**config.mk**
```make
export PLATFORM = sky130hd
export DESIGN_NAME = bft_queue
export DESIGN_NICKNAME = d
export VERILOG_FILES = /design/src/rtl/bft_pkg.sv /design/src/rtl/bft_queue.sv
export SDC_FILE = /design/constraint.sdc
export NUM_CORES = 1
export LEC_CHECK = 0
export ABC_AREA = 0
export BUFFER_PORTS_ARGS = -buffer_cell sky130_fd_sc_hd__clkbuf_2
export CORE_MARGIN = 10
export CORE_UTILIZATION = 52
export CTS_CLUSTER_SIZE = 8
export DETAILED_ROUTE_END_ITERATION = 8
export PLACE_DENSITY = 0.9
export SLEW_MARGIN = 20
export SYNTH_ARGS = -nofsm -noshare
export SYNTH_HDL_FRONTEND = slang
export SYNTH_SLANG_ARGS = --single-unit
```
**constraint.sdc**
```tcl
create_clock -name clk_i -period 5.6 [get_ports clk_i]
set_input_delay 0.56 -clock clk_i [delete_from_list [all_inputs] [get_ports clk_i]]
set_output_delay 0.56 -clock clk_i [all_outputs]
set_load 0.02 [all_outputs]
```
**src/rtl/bft_pkg.sv**
```systemverilog
// Shared types and constants for the bidirectional flow byte table.
// Used by the front end, queue, table engine and top; depends on nothing else.
`timescale 1ns / 1ps

package bft_pkg;

  // Default number of table slots.
  localparam int unsigned FlowEntries = 64;

  localparam logic [7:0]  ProtoTcp    = 8'd6;
  localparam logic [6:0]  MinIpBytes  = 7'd20;
  localparam logic [15:0] PortMixA    = 16'hC0ED;
  localparam logic [15:0] PortMixB    = 16'hBABE;
  localparam logic [31:0] CounterMax  = 32'hFFFF_FFFF;
  localparam int unsigned SlotOutBits = 6;

  typedef enum logic [1:0] {
    ST_INSERTED = 2'd0,
    ST_UPDATED  = 2'd1,
    ST_NOT_TCP  = 2'd2,
    ST_FULL     = 2'd3
  } status_e;

  // A classified request as it travels from the front to the back.
  typedef struct packed {
    logic        is_tcp;
    logic        short_hdr;
    logic        bad_len;
    logic [15:0] payload;
    logic [47:0] key;
    logic [31:0] src;
    logic [31:0] dst;
    logic [31:0] now;
  } item_t;

  // One table entry as held in the slot memory.
  typedef struct packed {
    logic [47:0] key;
    logic [31:0] src;
    logic [31:0] dst;
    logic [31:0] src_bytes;
    logic [31:0] dst_bytes;
    logic [31:0] first_time;
  } entry_t;

  localparam int unsigned EntryBits = $bits(entry_t);

endpackage

```
**src/rtl/bft_queue.sv**
```systemverilog
// Two-entry queue that decouples the front end from the table engine.
// Depends on bft_pkg.
`timescale 1ns / 1ps

module bft_queue (
  input  logic           clk_i,
  input  logic           rst_ni,
  input  logic           push_i,
  input  bft_pkg::item_t push_data_i,
  output logic           full_o,
  input  logic           pop_i,
  output logic           not_empty_o,
  output bft_pkg::item_t pop_data_o
);

  bft_pkg::item_t slot_q [2];
  logic           wr_ptr_q, wr_ptr_d;
  logic           rd_ptr_q, rd_ptr_d;
  logic [1:0]     cnt_q, cnt_d;

  // Pointer and fill bookkeeping.
  always_comb begin
    wr_ptr_d = wr_ptr_q ^ push_i;
    rd_ptr_d = rd_ptr_q ^ pop_i;
    cnt_d    = cnt_q + {1'b0, push_i} - {1'b0, pop_i};
  end

  always_ff @(posedge clk_i or negedge rst_ni) begin
    if (!rst_ni) begin
      wr_ptr_q <= 1'b0;
      rd_ptr_q <= 1'b0;
      cnt_q    <= 2'd0;
    end else begin
      wr_ptr_q <= wr_ptr_d;
      rd_ptr_q <= rd_ptr_d;
      cnt_q    <= cnt_d;
    end
  end

  // Storage for queued requests.
  always_ff @(posedge clk_i) begin
    if (push_i) begin
      slot_q[wr_ptr_q] <= push_data_i;
    end
  end

  assign full_o      = (cnt_q == 2'd2);
  assign not_empty_o = (cnt_q != 2'd0);
  assign pop_data_o  = slot_q[rd_ptr_q];

endmodule

```
# ---- After elaboration in Yosys (flattened, before gate mapping)
# Memories as Yosys holds them, arrays and structs flattened.
# Index checks and enable logic that the tools add are counted.
dict set report classes {
  addsub 2
  n_eq_ne 1
  muxes 2
  n_bitwise 2
  n_reduce_logical 1
}
# cell count
set op_table {}
lappend op_table {{adder 2 x 1 -> 2 bit} 1}
lappend op_table {{equality test 2 bit, second input constant} 1}
lappend op_table {{2-to-1 mux 1 bit} 2}
lappend op_table {{nonzero test 2 bit} 1}
lappend op_table {{subtractor 2 x 1 -> 2 bit} 1}
lappend op_table {{XOR 1 bit} 2}
dict set report totals {
  register_bits 4
  ramBits 326
  inputBits 167
  out_inout_bits 165
  wordCells 12
  memories 1
}
# name words width read_ports rd_ports_with_merged_regs wr line
set mem_list {}
lappend mem_list {slot_q 2 163 1 0 1 bft_queue.sv:16} ;# bft_pkg::item_t slot_q [2];

# ---- Depth between registers and ports, before layout
dict set report depth {
  word_depth 2
  mapped_depth 5
  ltp_nobuf 5
}

# ---- Worst setup path before layout
# OpenSTA, ideal clock, no wires.
dict set report synth_path {
  path_kind {input port to flip-flop}
  startpoint {in push_i}
  endpoint {mem slot_q[0][0] (netlist name) (enable)}
  setup_time_ns 0.544
  arrival_time_ns 4.353
  t_required_ns 5.056
  slack_ns 0.704
  cell_stages 1
  n_path_buf 0
  cell_sequence {ha_1}
}
dict set report synth_via {
  elab_chain_cells 2
}
# item line
set synth_lines {}
lappend synth_lines {{start: declaration} bft_queue.sv:8} ;# input logic push_i,
lappend synth_lines {{2-to-1 mux 1 bit} bft_queue.sv:42} ;# if (push_i) begin
lappend synth_lines {{2-to-1 mux 1 bit (not written as such)} bft_queue.sv:43} ;# slot_q[wr_ptr_q] <= push_data_i;
lappend synth_lines {{end: declaration} bft_queue.sv:16}
# Every way passes these cells.

==> Flow_metrics.wiki <==
{| class="wikitable"
! Metric !! Value
|-
| Final Hold Violating Endpoints || 0
|-
| CTS sink cnt || 330
|-
| Worst EP required || 5.04 ns
|-
| Total gr overflow || 0
|-
| Final instance area || 15200 um2
|-
| Status || finished clean
|-
| Number of H-tree levels || 2
|-
| Ports || 332
|-
| Detailed Routing Iterations Pass 1 || 6
|-
| Number of remaining DRC errors || 0
|-
| Overall die height || 172 um
|-
| Syn Std Cell Area || 12100 um2
|-
| Area of placed instances || 13900 um2
|-
| Via count of the first global-routing pass || 6686
|-
| Synthesized net count || 694
|-
| Routed length on met3 || 2.68 mm
|-
| GRT Resource Usage Total || 0.168
|-
| Max-cap violation count || 0
|-
| Synthesis-to-layout area growth || 26.1%
|-
| Number of warnings issued by yosys || 0
|-
| Total Routed Length || 26.1 mm
|-
| Maximum buffer depth of the clock tree || 3
|-
| Routed Antenna Nets || 0
|-
| Clock-pin transition on the worst setup and hold timing paths || 0.05 ns
|-
| Min-delay worst type || input pin to register
|-
| Floorplan die area || 29700 um2
|-
| Chip width || 172 um
|-
| Total Nets Final || 1061
|-
| Leading area contributor after synthesis || edfxtp_1
|-
| Number of antenna violations at the first check in global routing || 1
|-
| Cells on worst reg2reg path || 2
|-
| TNS Setup || 0 ns
|-
| Drt initial violations || 353
|-
| Final setup violating endpoints || 0
|-
| Wirelength per Cell || 22.0 um
|-
| Clock buffers created by TritonCTS || 47
|-
| Wire length of the first global-routing pass || 38.1 mm
|-
| Sequential-to-total area share from yosys stat || 0.819
|-
| Critical path fanouts, max || 85
|-
| Post-Synthesis Cells || 523
|-
| Share of Yosys cell area claimed by the top area cell type || 0.811
|-
| Peak VDD IR || 0.486 mV
|-
| Data arrival, critical path || 2.76 ns
|-
| Upper clock frequency limit || 301 MHz
|-
| Final clock period utilization by the worst path || 0.593
|-
| Final count of pins violating max slew || 0
|-
| Synthesized flop and latch total || 330
|-
| Core region area || 22700 um2
|-
| Final Core Density || 0.670
|-
| Wire length on met2 || 13.7 mm
|-
| Setup repair after global routing missed its margin || false
|-
| Final min period || 3.32 ns
|-
| FP Rows || 55
|-
| Routed vias || 6145
|-
| Layout cells sized above 1 || 0.613
|-
| Uppermost signal routing layer after detailed routing || met5
|-
| Hold path cells || 1
|-
| Setup CP Type || register to output pin
|-
| Power density cells || 551 nW/um2
|-
| Count of cell types in the netlist || 11
|-
| Root cell of the clock tree || clkbuf_16
|-
| Setup crit end kind || output pin
|-
| Pleak || 5.84 nW
|-
| Placer Congestion || 0.794
|-
| M1 wire length || 9.08 mm
|-
| Slew at the pin closest to its max-slew limit || 1.12 ns
|-
| Post-layout power || 8.38 mW
|-
| Setup bufs post-CTS || 0
|-
| Clock latency on the worst-skew pair || 0.51 ns
|-
| Average footprint of a synthesized cell || 23.1 um2
|-
| Setup skew after layout || 0.00633 ns
|-
| Startpoint type of the worst setup path || register
|-
| Pin count of the biggest net entering global routing || 164
|-
| Post-DR vias/cell || 5.18
|-
| Cells taking the most area after synthesis || edfxtp_1 81%, mux2_2 15%, clkbuf_8 1.4%
|-
| IO buf count || 331
|-
| Initial cell density of the core || 0.531
|-
| Max-Slew Margin vs Limit || 0.256
|-
| CTS tree || done
|-
| Placed wire-length estimate || 17.7 mm
|}
[sequential cells by signal, summed over array words and instances, names as in the netlist]
| name | count |
|---|---|
| slot_q | 326 |
| rd_ptr_q | 1 |
| cnt_q | 2 |
| wr_ptr_q | 1 |
[synth_stat cells]
| cell type | count |
|---|---|
| edfxtp_1 | 326 |
| mux2_2 | 163 |
| clkbuf_8 | 12 |
| buf_6 | 6 |
| dfrtp_1 | 4 |
| ha_1 | 4 |
| inv_1 | 4 |
| nor2b_1 | 1 |
| or2_2 | 1 |
| xor2_1 | 1 |
| xor3_1 | 1 |
[what timing repair did]
| action | CTS | global route |
|---|---|---|
| resized for setup | 0 | 0 |
| endpoints found under the hold margin | 4 | 0 |
| hold buffers | 1 | 0 |
[critical path, stage by stage (launching register included)]
cell and delay (ns):
dfrtp_4 1.12, buf_12 0.44, mux2_2 0.41, clkbuf_2 0.16
[per-layer routing]
metal	up-vias	GRT usage
met2	270	0.290
met5	-	0
met4	2	0.0618
met3	49	0.0711
met1	3009	0.181
li1	2815	-
[per-stage QoR]
step                      cells  hold WS (ns)  setup WS, ns
after floorplan             523         0.264         0.704
after detailed placement   1125         0.379          2.80
final                      1186         0.232          2.28
after CTS                  1185         0.207          2.25
after global routing       1185         0.206          2.15
after global placement     1125         0.375          2.82
[cells by family (layout without fill, tap and decap cells)]
family | after synthesis | after routing | synth area share
other | 0 | 1 | 0
buffers and inverters | 22 | 399 | 0.0205
multiplexers | 163 | 163 | 0.152
XOR/XNOR | 2 | 2 | 0.00270
adder cells (fa/ha/maj) | 4 | 4 | 0.00415
flip-flops | 330 | 330 | 0.819
AND/OR/NAND/NOR | 2 | 2 | 0.00104
[path summary, 6_finish.rpt]
kind / startpoint / end / slack, ns
hold reg to reg: cnt_q[1] / cnt_q[1] / 0.63
setup reg to reg: rd_ptr_q / rd_ptr_q / 3.76
max in group asynchronous: rst_ni / rd_ptr_q / 5.03
setup / recovery: rd_ptr_q / pop_data_o[151] / 2.28
min in group asynchronous: rst_ni / wr_ptr_q / 0.42
hold / removal: push_data_i[13] / slot_q[1][13] / 0.23
[final cells by class]
type,count,area (um2)
Antenna cell,1,2.50
Clock buffer,58,1260
Clock inverter,1,7.51
Fill cell,1483,7490
Inverter,4,15.0
Multi-Input combinational cell,171,1960
Sequential cell,330,9890
Tap cell,285,357
Timing Repair Buffer,336,1730
[cell usage in the layout (no fill, tap or decap)]
master	synthesis	final
buf_12	0	2
buf_4	0	1
buf_6	6	1
clkbuf_1	0	9
clkbuf_16	0	49
clkbuf_2	0	331
clkinvlp_4	0	1
dfrtp_1	4	3
dfrtp_4	0	1
diode_2	0	1
dlygate4sd3_1	0	1
edfxtp_1	326	326
ha_1	4	2
ha_4	0	2
inv_1	4	4
mux2_2	163	163
nor2b_1	1	1
or2_2	1	1
xor2_1	1	1
xor3_1	1	1
[power by group]
part           internal [mW]  leakage, nW  switching [mW]
registers               3.29         3.11           0.227
clock network           1.54        0.615           0.895
logic                  0.951         2.12            1.48
(Power assumes the default switching activity.)
