### config.mk
export PLATFORM = sky130hd
export DESIGN_NAME = bft_front
export DESIGN_NICKNAME = d
export VERILOG_FILES = /design/src/rtl/bft_pkg.sv /design/src/rtl/bft_front.sv
export SDC_FILE = /design/constraint.sdc
export NUM_CORES = 1
export LEC_CHECK = 0
export ABC_AREA = 1
export BUFFER_PORTS_ARGS = -buffer_cell sky130_fd_sc_hd__buf_2
export CORE_AREA = 2 2 126 128
export DETAILED_ROUTE_END_ITERATION = 10
export DIE_AREA = 0 0 128 130
export GPL_TIMING_DRIVEN = 0
export SYNTH_ARGS = -nofsm -noshare
export SYNTH_HDL_FRONTEND = slang
export SYNTH_SLANG_ARGS = --single-unit
### constraint.sdc
create_clock -name vclk -period 2.2
set_input_delay 0.11 -clock vclk [all_inputs]
set_output_delay 0.11 -clock vclk [all_outputs]
set_load 0.02 [all_outputs]
### src/rtl/bft_pkg.sv
// Shared types and constants for the bidirectional flow byte table.
// Used by the front end, queue, table engine and top; depends on nothing else.
`timescale 1ns / 1ps

package bft_pkg;

  // Default number of table slots.
  localparam int unsigned FlowEntries = 64;

  localparam logic [7:0]  ProtoTcp    = 8'd6;
  localparam logic [6:0]  MinIpBytes  = 7'd20;
  localparam logic [15:0] PortMixA    = 16'hC0ED;
  localparam logic [15:0] PortMixB    = 16'hBABE;
  localparam logic [31:0] CounterMax  = 32'hFFFF_FFFF;
  localparam int unsigned SlotOutBits = 6;

  typedef enum logic [1:0] {
    ST_INSERTED = 2'd0,
    ST_UPDATED  = 2'd1,
    ST_NOT_TCP  = 2'd2,
    ST_FULL     = 2'd3
  } status_e;

  // A classified request as it travels from the front to the back.
  typedef struct packed {
    logic        is_tcp;
    logic        short_hdr;
    logic        bad_len;
    logic [15:0] payload;
    logic [47:0] key;
    logic [31:0] src;
    logic [31:0] dst;
    logic [31:0] now;
  } item_t;

  // One table entry as held in the slot memory.
  typedef struct packed {
    logic [47:0] key;
    logic [31:0] src;
    logic [31:0] dst;
    logic [31:0] src_bytes;
    logic [31:0] dst_bytes;
    logic [31:0] first_time;
  } entry_t;

  localparam int unsigned EntryBits = $bits(entry_t);

endpackage

### src/rtl/bft_front.sv
// Front end: classifies each header and works out payload, flags and flow key.
// Depends on bft_pkg.
`timescale 1ns / 1ps

module bft_front (
  input  logic [31:0]   src_addr_i,
  input  logic [31:0]   dst_addr_i,
  input  logic [15:0]   src_port_i,
  input  logic [15:0]   dst_port_i,
  input  logic [7:0]    ip_protocol_i,
  input  logic [15:0]   ip_total_length_i,
  input  logic [3:0]    ip_header_words_i,
  input  logic [3:0]    tcp_header_words_i,
  input  logic [31:0]   now_seconds_i,
  output bft_pkg::item_t item_o
);

  logic [6:0]  ip_bytes;
  logic [6:0]  hdr_bytes;
  logic [16:0] diff;

  // Header lengths in bytes and the signed payload length.
  assign ip_bytes  = {1'b0, ip_header_words_i, 2'b00};
  assign hdr_bytes = ip_bytes + {1'b0, tcp_header_words_i, 2'b00};
  assign diff      = {1'b0, ip_total_length_i} - {10'd0, hdr_bytes};

  // Classification and key that both directions share.
  always_comb begin
    item_o.is_tcp    = (ip_protocol_i == bft_pkg::ProtoTcp);
    item_o.short_hdr = (ip_bytes < bft_pkg::MinIpBytes);
    item_o.bad_len   = diff[16];
    item_o.payload   = diff[16] ? 16'd0 : diff[15:0];
    item_o.key       = {src_addr_i ^ dst_addr_i,
                        (dst_port_i ^ bft_pkg::PortMixA) ^ (src_port_i ^ bft_pkg::PortMixB)};
    item_o.src       = src_addr_i;
    item_o.dst       = dst_addr_i;
    item_o.now       = now_seconds_i;
  end

endmodule

# After elaboration in Yosys (flattened, before gate mapping)
# Cells that the tools add are included.
[word_totals]
reg_bits = 0
latchBits = 0
ramBits = 0
mem_bits_ro = 0
inputBits = 160
output_inout_bits = 163
word_cells = 9
memories = 0
[op_classes]
add_sub_neg = 2
multipliers = 0
div_mod_pow = 0
order_cmp = 1
n_eq_ne = 1
shifts = 0
muxes = 1
n_bitwise = 4
reduce_logical = 0
[ops]
columns = ["op", "n"]
rows = [
  ["$xor 32x32->32", 1],
  ["$sub 16x7->17", 1],
  ["$mux 16", 1],
  ["$xor 16x16->16", 1],
  ["$not 11->11", 1],
  ["$eq 8x3->1 const B", 1],
  ["$not 8->8", 1],
  ["$add 6x6->7", 1],
  ["$lt 6x5->1 const B", 1],
]

# Depth between registers and ports, before layout
# Gate-level depths: netlist of the first run.
[logic_depth]
word_depth = 3
depth_mapped = 11
depth_no_buf = 11

# Worst setup path after synthesis of the first run
# No wires, ideal clock.
[synth_path]
path_type = "input -> output"
startpoint = "input port ip_header_words_i[3]"
endpoint = "output port item_o[156] (netlist bit)"
t_arrival_ns = 1.874
t_required_ns = 2.090
setup_slack_ns = 0.216
stages = 8
n_path_buf = 0
cell_sequence = "inv_1 -> fa_1 -> ha_1 -> nand2_1 -> nand2_1 -> o21ai_2 -> nand3_1 -> o21ai_0"
[synth_lines]
columns = ["item", "line", "source"]
rows = [
  ["start: declaration", "bft_front.sv:12", "input logic [3:0] ip_header_words_i,"],
  ["end: declaration", "bft_front.sv:15", "output bft_pkg::item_t item_o"],
]

==> reports/results.tsv, run 1 <==
metric	value	unit
sequential cells	0	
Tot GR Track Use	0.0715	
Hold Vio Cnt, Final	0	
syn avg cell area	6.59	µm²
HP Class	primary input to output pin	
post-synthesis simple-gate area fraction	0.213	
total congestion overflow	0	
die height	130	µm
largest vdd supply drop	122	µV
clock period minus final worst setup slack	2.07	ns
Compound-Gate Fraction of Synth Area	0.0202	
Setup CP Type	primary input to output pin	
DRT Wirelength	7.31	mm
Post-Place Setup Slack	-0.0113	ns
cell area after synthesis	0.00192	mm²
Post-CTS Hold Fix Bufs	0	
Synth cell types	22	
total number of yosys warnings	0	
WHS Path Cells	2	
detailed-route vias per instance	3.36	
setup ws final	0.132	ns
CP Launch Type	primary input	
largest family of logic cells by synthesized area	buffers and inverters	
PortBufs	291	
Setup TNS Final	0	ns
DR WL/cell	9.44	µm
# DRC	0	
register area share after synthesis	0	
Lkg Pwr	2.30	nW
Ports	323	
final layout net count	756	
gpl congestion	0.769	
smallest hold slack	0.437	ns
finished layout cell area	0.00367	mm²
Worst Path Arrival	1.96	ns
post-DP HPWL	6.93	mm
Cell Chain, Critical Path	buf_2 -> inv_1 -> fa_1 -> ha_4 -> nand2_1 -> nand2_1 -> o21ai_2 -> buf_4 -> nand3_1 -> o21ai_0 -> buf_4	
Slowest-stage cell, CP	fa_1	
number of global-route vias before repair	2137	
status	finished, final reports clean	
fmax	484	MHz
Area Growth Syn to Fin	91.3	%
initial antenna violation count	0	
DR vias	2603	
die area	0.0166	mm²
diode count	0	
xor-xnor portion of the synthesized cell area	0.233	
1st-pass router iterations	4	
Final ANT Viol Nets	0	
worst stage delay on the critical path	0.56	ns
FF+latch area	0	µm²
Synth Instances	291	
CP required	2.09	ns
Fill cells	1733	
crit-path max FO	4	
post-synthesis mux area share	0	
Crit. End Element	output pin	
DRT iter0 DRCs	35	
Starting Density	0.124	
layout clock buffer count	0	
Die W	128	µm
num rows	46	
post-synthesis adder-cell area fraction	0.0875	
Core ar.	0.0154	mm²
Max Cap Viol	0	
pwr dens	308	mW/mm²
slew at the pin closest to its max-slew limit	0.231	ns
Slew Viols, Final	0	
largest net degree at the start of global routing	10	
share of cells above drive strength 1	0.690	
Tcrit/Tclk final	0.940	
Cell Area, Placed	0.00361	mm²
global-route wire length before repair	9.93	mm
Net Count, Synth	462	
final setup fails	0	
Slew HR	0.845	
## report_power, final
part / total [W] / internal, W / switching (W)
Sequential: 0 / 0 / 0
Clock: 0 / 0 / 0
Combinational: 0.00113 / 0.000481 / 0.000649
## synthesized netlist by cell type
library cell   n  area (µm²)
nor3_4         1        16.3
fa_1           4        80.1
nor2_2         1        6.26
buf_4         96         721
inv_4          1        6.26
ha_1           7        87.6
or2_2          1        6.26
xor2_1        41         359
xnor2_1       10        87.6
nor4_1         1        6.26
o21ai_0        1        5.00
o21ai_2        1        8.76
nand3_4        1        17.5
nand2_2        1        6.26
nand4_1        3        18.8
inv_1         34         128
nand3_1       11        55.1
nor3_2         1        10.0
nor2_1        33         124
nand2_1       36         135
a21oi_1        5        25.0
nand3b_1       1        7.51
## cells in the final DEF (no fill, tap or decap), drive strengths merged
cell type	Yosys	routed
buf	96	388
xor2	41	41
nand2	37	37
inv	35	35
nor2	34	34
nand3	12	12
xnor2	10	10
ha	7	7
a21oi	5	5
fa	4	4
nand4	3	3
nor3	2	2
o21ai	2	2
nand3b	1	1
or2	1	1
nor4	1	1
## critical path: cells and delay by family
family / cells / cell delay [ns]
AND/OR/NAND/NOR: 3 / 0.21
buffers and inverters: 4 / 0.47
adder cells (fa/ha/maj): 2 / 0.79
AO/OA/AOI/OAI: 2 / 0.39
## through the flow
| step | power (W) | utilization | std cells |
|---|---|---|---|
| floorplan | 0.000682 | - | 291 |
| global placement | 0.00111 | 0.234 | 774 |
| detailed placement | 0.00111 | 0.234 | 774 |
| CTS | 0.00112 | 0.235 | 775 |
| global route | 0.00123 | 0.238 | 775 |
| finish | 0.00113 | 0.238 | 775 |
## repair_timing
action,in CTS,in global routing
setup endpoints to repair,4,15
buffers inserted,1,0
gates cloned,0,0
resized for setup,0,9
pin swaps,1,1
## metal layers
layer	part of all wire	global-route usage	vias up
li1	-	-	1368
met1	0.39	0.0858	1096
met2	0.53	0.147	139
met3	0.078	0.00533	0
met4	0	0	0
met5	0	0	-
## kinds of logic after synthesis
group / after synthesis
compound gates: 7
xor+xnor: 51
fa+ha+maj: 11
buf+inv: 131
simple gates: 91
## cell type report
type | instances | area [µm²] | area share
timing repair buffer | 292 | 1470 | 0.401
inverter | 35 | 136 | 0.0372
buffer | 96 | 721 | 0.197
tap | 192 | 240 | 0.0655
multi-input combinational | 160 | 1100 | 0.300
## final timing paths
path	from	endpoint
worst min-delay path	now_seconds_i[9]	item_o[9]
worst max-delay path	ip_header_words_i[3]	item_o[156]
Power figures use the tool's default switching activity.
==> run 2, diff against run 1 <==
Settings changed: PLACE_DENSITY_LB_ADDON from default to 0.1.
==> run 2 against run 1 <==
Maximum frequency barely moved; critical endpoint unchanged; utilization rose by 0.22 points; worst setup slack improved by 0.0010 ns; via count rose by 2.3%; non-clock buffer count did not move.
==> reports/results.tsv, run 2 (synthesis gave the netlist of run 1 again) <==
metric	value	unit	change
Tcrit/Tclk final	0.939		was 0.940
Post-CTS Hold Fix Bufs	0		unchanged
CP Launch Type	primary input		unchanged
clock period minus final worst setup slack	2.07	ns	about the same
Die W	128	µm	unchanged
gpl congestion	0.709		was 0.769
DR vias	2663		was 2603
pwr dens	305	mW/mm²	was 308 mW/mm²
HP Class	primary input to output pin		unchanged
fmax	484	MHz	about the same
Worst Path Buf+Inv	4		unchanged
Fill cells	1726		was 1733
most common cell after layout, fill and taps aside	buf_2		unchanged
PortBufs	291		unchanged
# DRC	0		unchanged
Max Cap Viol	0		unchanged
sequential share of power	0		about the same
kind of cell adding the most delay to the critical path	adder cells		unchanged
Core ar.	0.0154	mm²	unchanged
DRT iter0 DRCs	19		was 35
detailed-route vias per instance	3.43		was 3.36
final layout net count	758		was 756
combinational power share	1.000		about the same
Ports	323		unchanged
die height	130	µm	unchanged
Overall Power	0.00113	W	about the same
clock share of power	0		about the same
number of global-route vias before repair	2290		was 2137
die area	0.0166	mm²	unchanged
Starting Density	0.124		unchanged
Setup CP Type	primary input to output pin		unchanged
switching share of power	0.573		was 0.574
diode count	0		unchanged
slew at the pin closest to its max-slew limit	0.409	ns	was 0.231 ns
Slowest-stage cell, CP	fa_1		unchanged
1st-pass router iterations	4		unchanged
post-DP HPWL	6.79	mm	was 6.93 mm
Cell Chain, Critical Path	buf_2 -> inv_1 -> fa_1 -> ha_4 -> nand2_1 -> nand2_1 -> o21ai_4 -> buf_4 -> nand2_1 -> nand2_1 -> o21ai_0 -> buf_2		was buf_2 -> inv_1 -> fa_1 -> ha_4 -> nand2_1 -> nand2_1 -> o21ai_2 -> buf_4 -> nand3_1 -> o21ai_0 -> buf_4
most frequent cells in the layout	buf_2, buf_4, xor2_1		unchanged
DRT Wirelength	7.29	mm	was 7.31 mm
fin util	0.240		was 0.238
RSZ-0062 raised after global routing	no		
sequential cells	0		unchanged
Slew HR	0.726		was 0.845
total congestion overflow	0		unchanged
FF+latch area	0	µm²	unchanged
Final ANT Viol Nets	0		unchanged
final setup fails	0		unchanged
CP required	2.09	ns	about the same
worst stage delay on the critical path	0.55	ns	was 0.56 ns
Tot GR Track Use	0.0701		was 0.0715
share of cells above drive strength 1	0.692		was 0.690
DR WL/cell	9.38	µm	was 9.44 µm
largest vdd supply drop	86.6	µV	was 122 µV
Area Growth Syn to Fin	93.0	%	was 91.3%
global-route wire length before repair	9.94	mm	was 9.93 mm
layout clock buffer count	0		unchanged
WP depth	12		was 11
num rows	46		unchanged
Switching Power	0.000648	W	was 0.000649 W
status	finished, final reports clean		unchanged
Setup TNS Final	0	ns	unchanged
Lkg Pwr	2.31	nW	was 2.30 nW
largest net degree at the start of global routing	10		unchanged
initial antenna violation count	0		unchanged
WHS Path Cells	2		unchanged
smallest hold slack	0.437	ns	about the same
P_int	0.000482	W	was 0.000481 W
finished layout cell area	0.00370	mm²	was 0.00367 mm²
Slew Viols, Final	0		unchanged
crit-path max FO	4		unchanged
most frequent CP cell	nand2_1		
Crit. End Element	output pin		unchanged
Cell Area, Placed	0.00361	mm²	unchanged
Hold Vio Cnt, Final	0		unchanged
Worst Path Arrival	1.96	ns	about the same
[run 2: stage by stage]
step           cells  setup WS, ns
6_report         777         0.133
2_1_floorplan    291         0.216
3_3_place_gp     774       -0.0599
5_1_grt          777       0.00908
4_1_cts          774        0.0145
3_5_place_dp     774       -0.0412
[run 2: path summary, 6_finish.rpt]
check	end	slack [ns]	startpoint
setup / recovery	item_o[156]	0.13	ip_header_words_i[3]
hold / removal	item_o[16]	0.44	now_seconds_i[16]
[run 2: cell type report]
| class | count | area (µm²) | share of cell area |
|---|---|---|---|
| multi-input cells | 161 | 1130 | 0.305 |
| repair inverters | 1 | 6.26 | 0.00169 |
| repair buffers | 292 | 1470 | 0.396 |
| plain buffers | 96 | 721 | 0.195 |
| inverters | 35 | 139 | 0.0375 |
| well taps | 192 | 240 | 0.0649 |
[run 2: what timing repair did]
item	CTS	global route
gates cloned	0	2
resized for setup	2	10
pin swaps	0	2
endpoints found under the setup margin	9	14
setup buffers	0	1
[run 2: routing by layer]
layer | vias to the layer above | GRT usage | wire, µm
li1 | 1371 | - | -
met1 | 1140 | 0.0663 | 2360
met2 | 152 | 0.163 | 4260
met3 | 0 | 0.00943 | 672
met4 | 0 | 0 | 0
met5 | - | 0 | 0
[run 2: power by group through the flow]
stage | Combinational (W) | Clock (W) | Sequential (W)
finish | 0.00113 | 0 | 0
global route | 0.00123 | 0 | 0
CTS | 0.00112 | 0 | 0
detailed placement | 0.00111 | 0 | 0
global placement | 0.00110 | 0 | 0
floorplan | 0.000682 | 0 | 0
==> run 3, diff against run 2 <==
Settings changed: CAP_MARGIN from default to 0, PLACE_DENSITY_LB_ADDON 0.1 to 0.25.
==> run 3 against run 2 <==
Worst setup slack got worse by 0.0034 ns; global-route usage fell by 0.077 points; maximum frequency fell by 0.17%; utilization did not move; final area did not move; via count fell by 3.1%; first-iteration DRC count rose by 16%; combinational power barely moved; critical endpoint is now item_o[148]; critical path type unchanged; power barely moved; largest cell class unchanged; sequential share of layout area did not move; die area did not move.
==> reports/results.tsv, run 3 (synthesis gave the netlist of run 1 again) <==
metric	value	unit	change
Post-Place Setup Slack	-0.0535	ns	was -0.0412 ns
Setup TNS Final	0	ns	unchanged
HP Class	primary input to output pin		unchanged
initial antenna violation count	0		unchanged
share of cells above drive strength 1	0.696		was 0.692
fmax	483	MHz	was 484 MHz
Slew HR	0.772		was 0.726
Setup CP Type	primary input to output pin		unchanged
layout clock buffer count	0		unchanged
Max Cap Viol	0		unchanged
most frequent cells in the layout	buf_2, buf_4, xor2_1		unchanged
DR vias	2580		was 2663
Worst Path Arrival	1.96	ns	about the same
Lkg Pwr	2.31	nW	about the same
Tot GR Track Use	0.0694		was 0.0701
smallest hold slack	0.437	ns	about the same
met1 Use GR	0.0770		was 0.0663
diode count	0		unchanged
DRT iter0 DRCs	22		was 19
Starting Density	0.124		unchanged
Post-CTS Hold Fix Bufs	0		unchanged
number of global-route vias before repair	2118		was 2290
Ports	323		unchanged
num rows	46		unchanged
CP required	2.09	ns	about the same
Die W	128	µm	unchanged
WHS Path Cells	2		unchanged
final setup fails	0		unchanged
FF+latch area	0	µm²	unchanged
sequential cells	0		unchanged
Most Crowded Layer GR	met2		unchanged
crit-path max FO	5		was 4
die area	0.0166	mm²	unchanged
Area Growth Syn to Fin	93.0	%	unchanged
slew at the pin closest to its max-slew limit	0.340	ns	was 0.409 ns
PortBufs	291		unchanged
pwr dens	306	mW/mm²	was 305 mW/mm²
1st-pass router iterations	4		unchanged
DR WL/cell	9.37	µm	was 9.38 µm
fin util	0.240		unchanged
largest vdd supply drop	121	µV	was 86.6 µV
largest net degree at the start of global routing	10		unchanged
non-filler cells in the finished layout	777		unchanged
gpl congestion	0.723		was 0.709
detailed-route vias per instance	3.32		was 3.43
Tcrit/Tclk final	0.941		was 0.939
most common cell after layout, fill and taps aside	buf_2		unchanged
Hold Vio Cnt, Final	0		unchanged
final layout net count	758		unchanged
Slew Viols, Final	0		unchanged
clock period minus final worst setup slack	2.07	ns	about the same
Crit. End Element	output pin		unchanged
post-DP HPWL	6.76	mm	was 6.79 mm
Fill cells	1765		was 1726
met3 Resource Use GR	0.00656		was 0.00943
status	finished, final reports clean		unchanged
met2 Usage GRT	0.148		was 0.163
multi-input gate area in the final layout	0.00112	mm²	was 0.00113 mm²
CP Launch Type	primary input		unchanged
setup ws final	0.130	ns	was 0.133 ns
DRT Wirelength	7.28	mm	was 7.29 mm
total congestion overflow	0		unchanged
Final ANT Viol Nets	0		unchanged
Placed Cells	774		unchanged
# DRC	0		unchanged
global-route wire length before repair	9.70	mm	was 9.94 mm
Core ar.	0.0154	mm²	unchanged
die height	130	µm	unchanged
-- run 3: layer usage --
layer | vias to the layer above | share of wire
met2 | 148 | 0.55
met4 | 0 | 0.0026
met5 | - | 0
met3 | 2 | 0.085
met1 | 1056 | 0.36
li1 | 1374 | -
-- run 3: layout make-up --
type,count,area share
repair buffers,292,0.397
multi-input cells,161,0.304
plain buffers,96,0.195
well taps,192,0.0649
inverters,35,0.0375
repair inverters,1,0.00169
-- run 3: worst max-delay path, stage by stage --
cell,delay (ns)
buf_2,0.11
fa_1,0.59
ha_4,0.23
nand2_1,0.07
nand2_2,0.08
o21ai_4,0.23
nand3_4,0.20
inv_4,0.14
nor2_1,0.05
buf_2,0.16
-- run 3: timing repair --
item                                    4_1_cts  5_1_grt
gates cloned                                  0        2
setup buffers                                 0        1
resized for setup                             5       10
endpoints found under the setup margin       11       17
pin swaps                                     1        4
-- run 3: final timing paths --
kind                                 start          end  slack [ns]
worst max-delay path  ip_total_length_i[5]  item_o[148]        0.13
worst min-delay path     now_seconds_i[11]   item_o[11]        0.44
-- run 3: stage by stage --
step | cell area (µm²) | power, W
after CTS | 3630 | 0.00111
after global placement | 3610 | 0.00110
final | 3700 | 0.00113
after detailed placement | 3610 | 0.00110
after global routing | 3700 | 0.00123
after floorplan | 1920 | 0.000682
-- run 3: power breakdown --
group | leakage (nW) | internal, W | switching (W)
registers | 0 | 0 | 0
logic | 2.31 | 0.000484 | 0.000647
clock network | 0 | 0 | 0
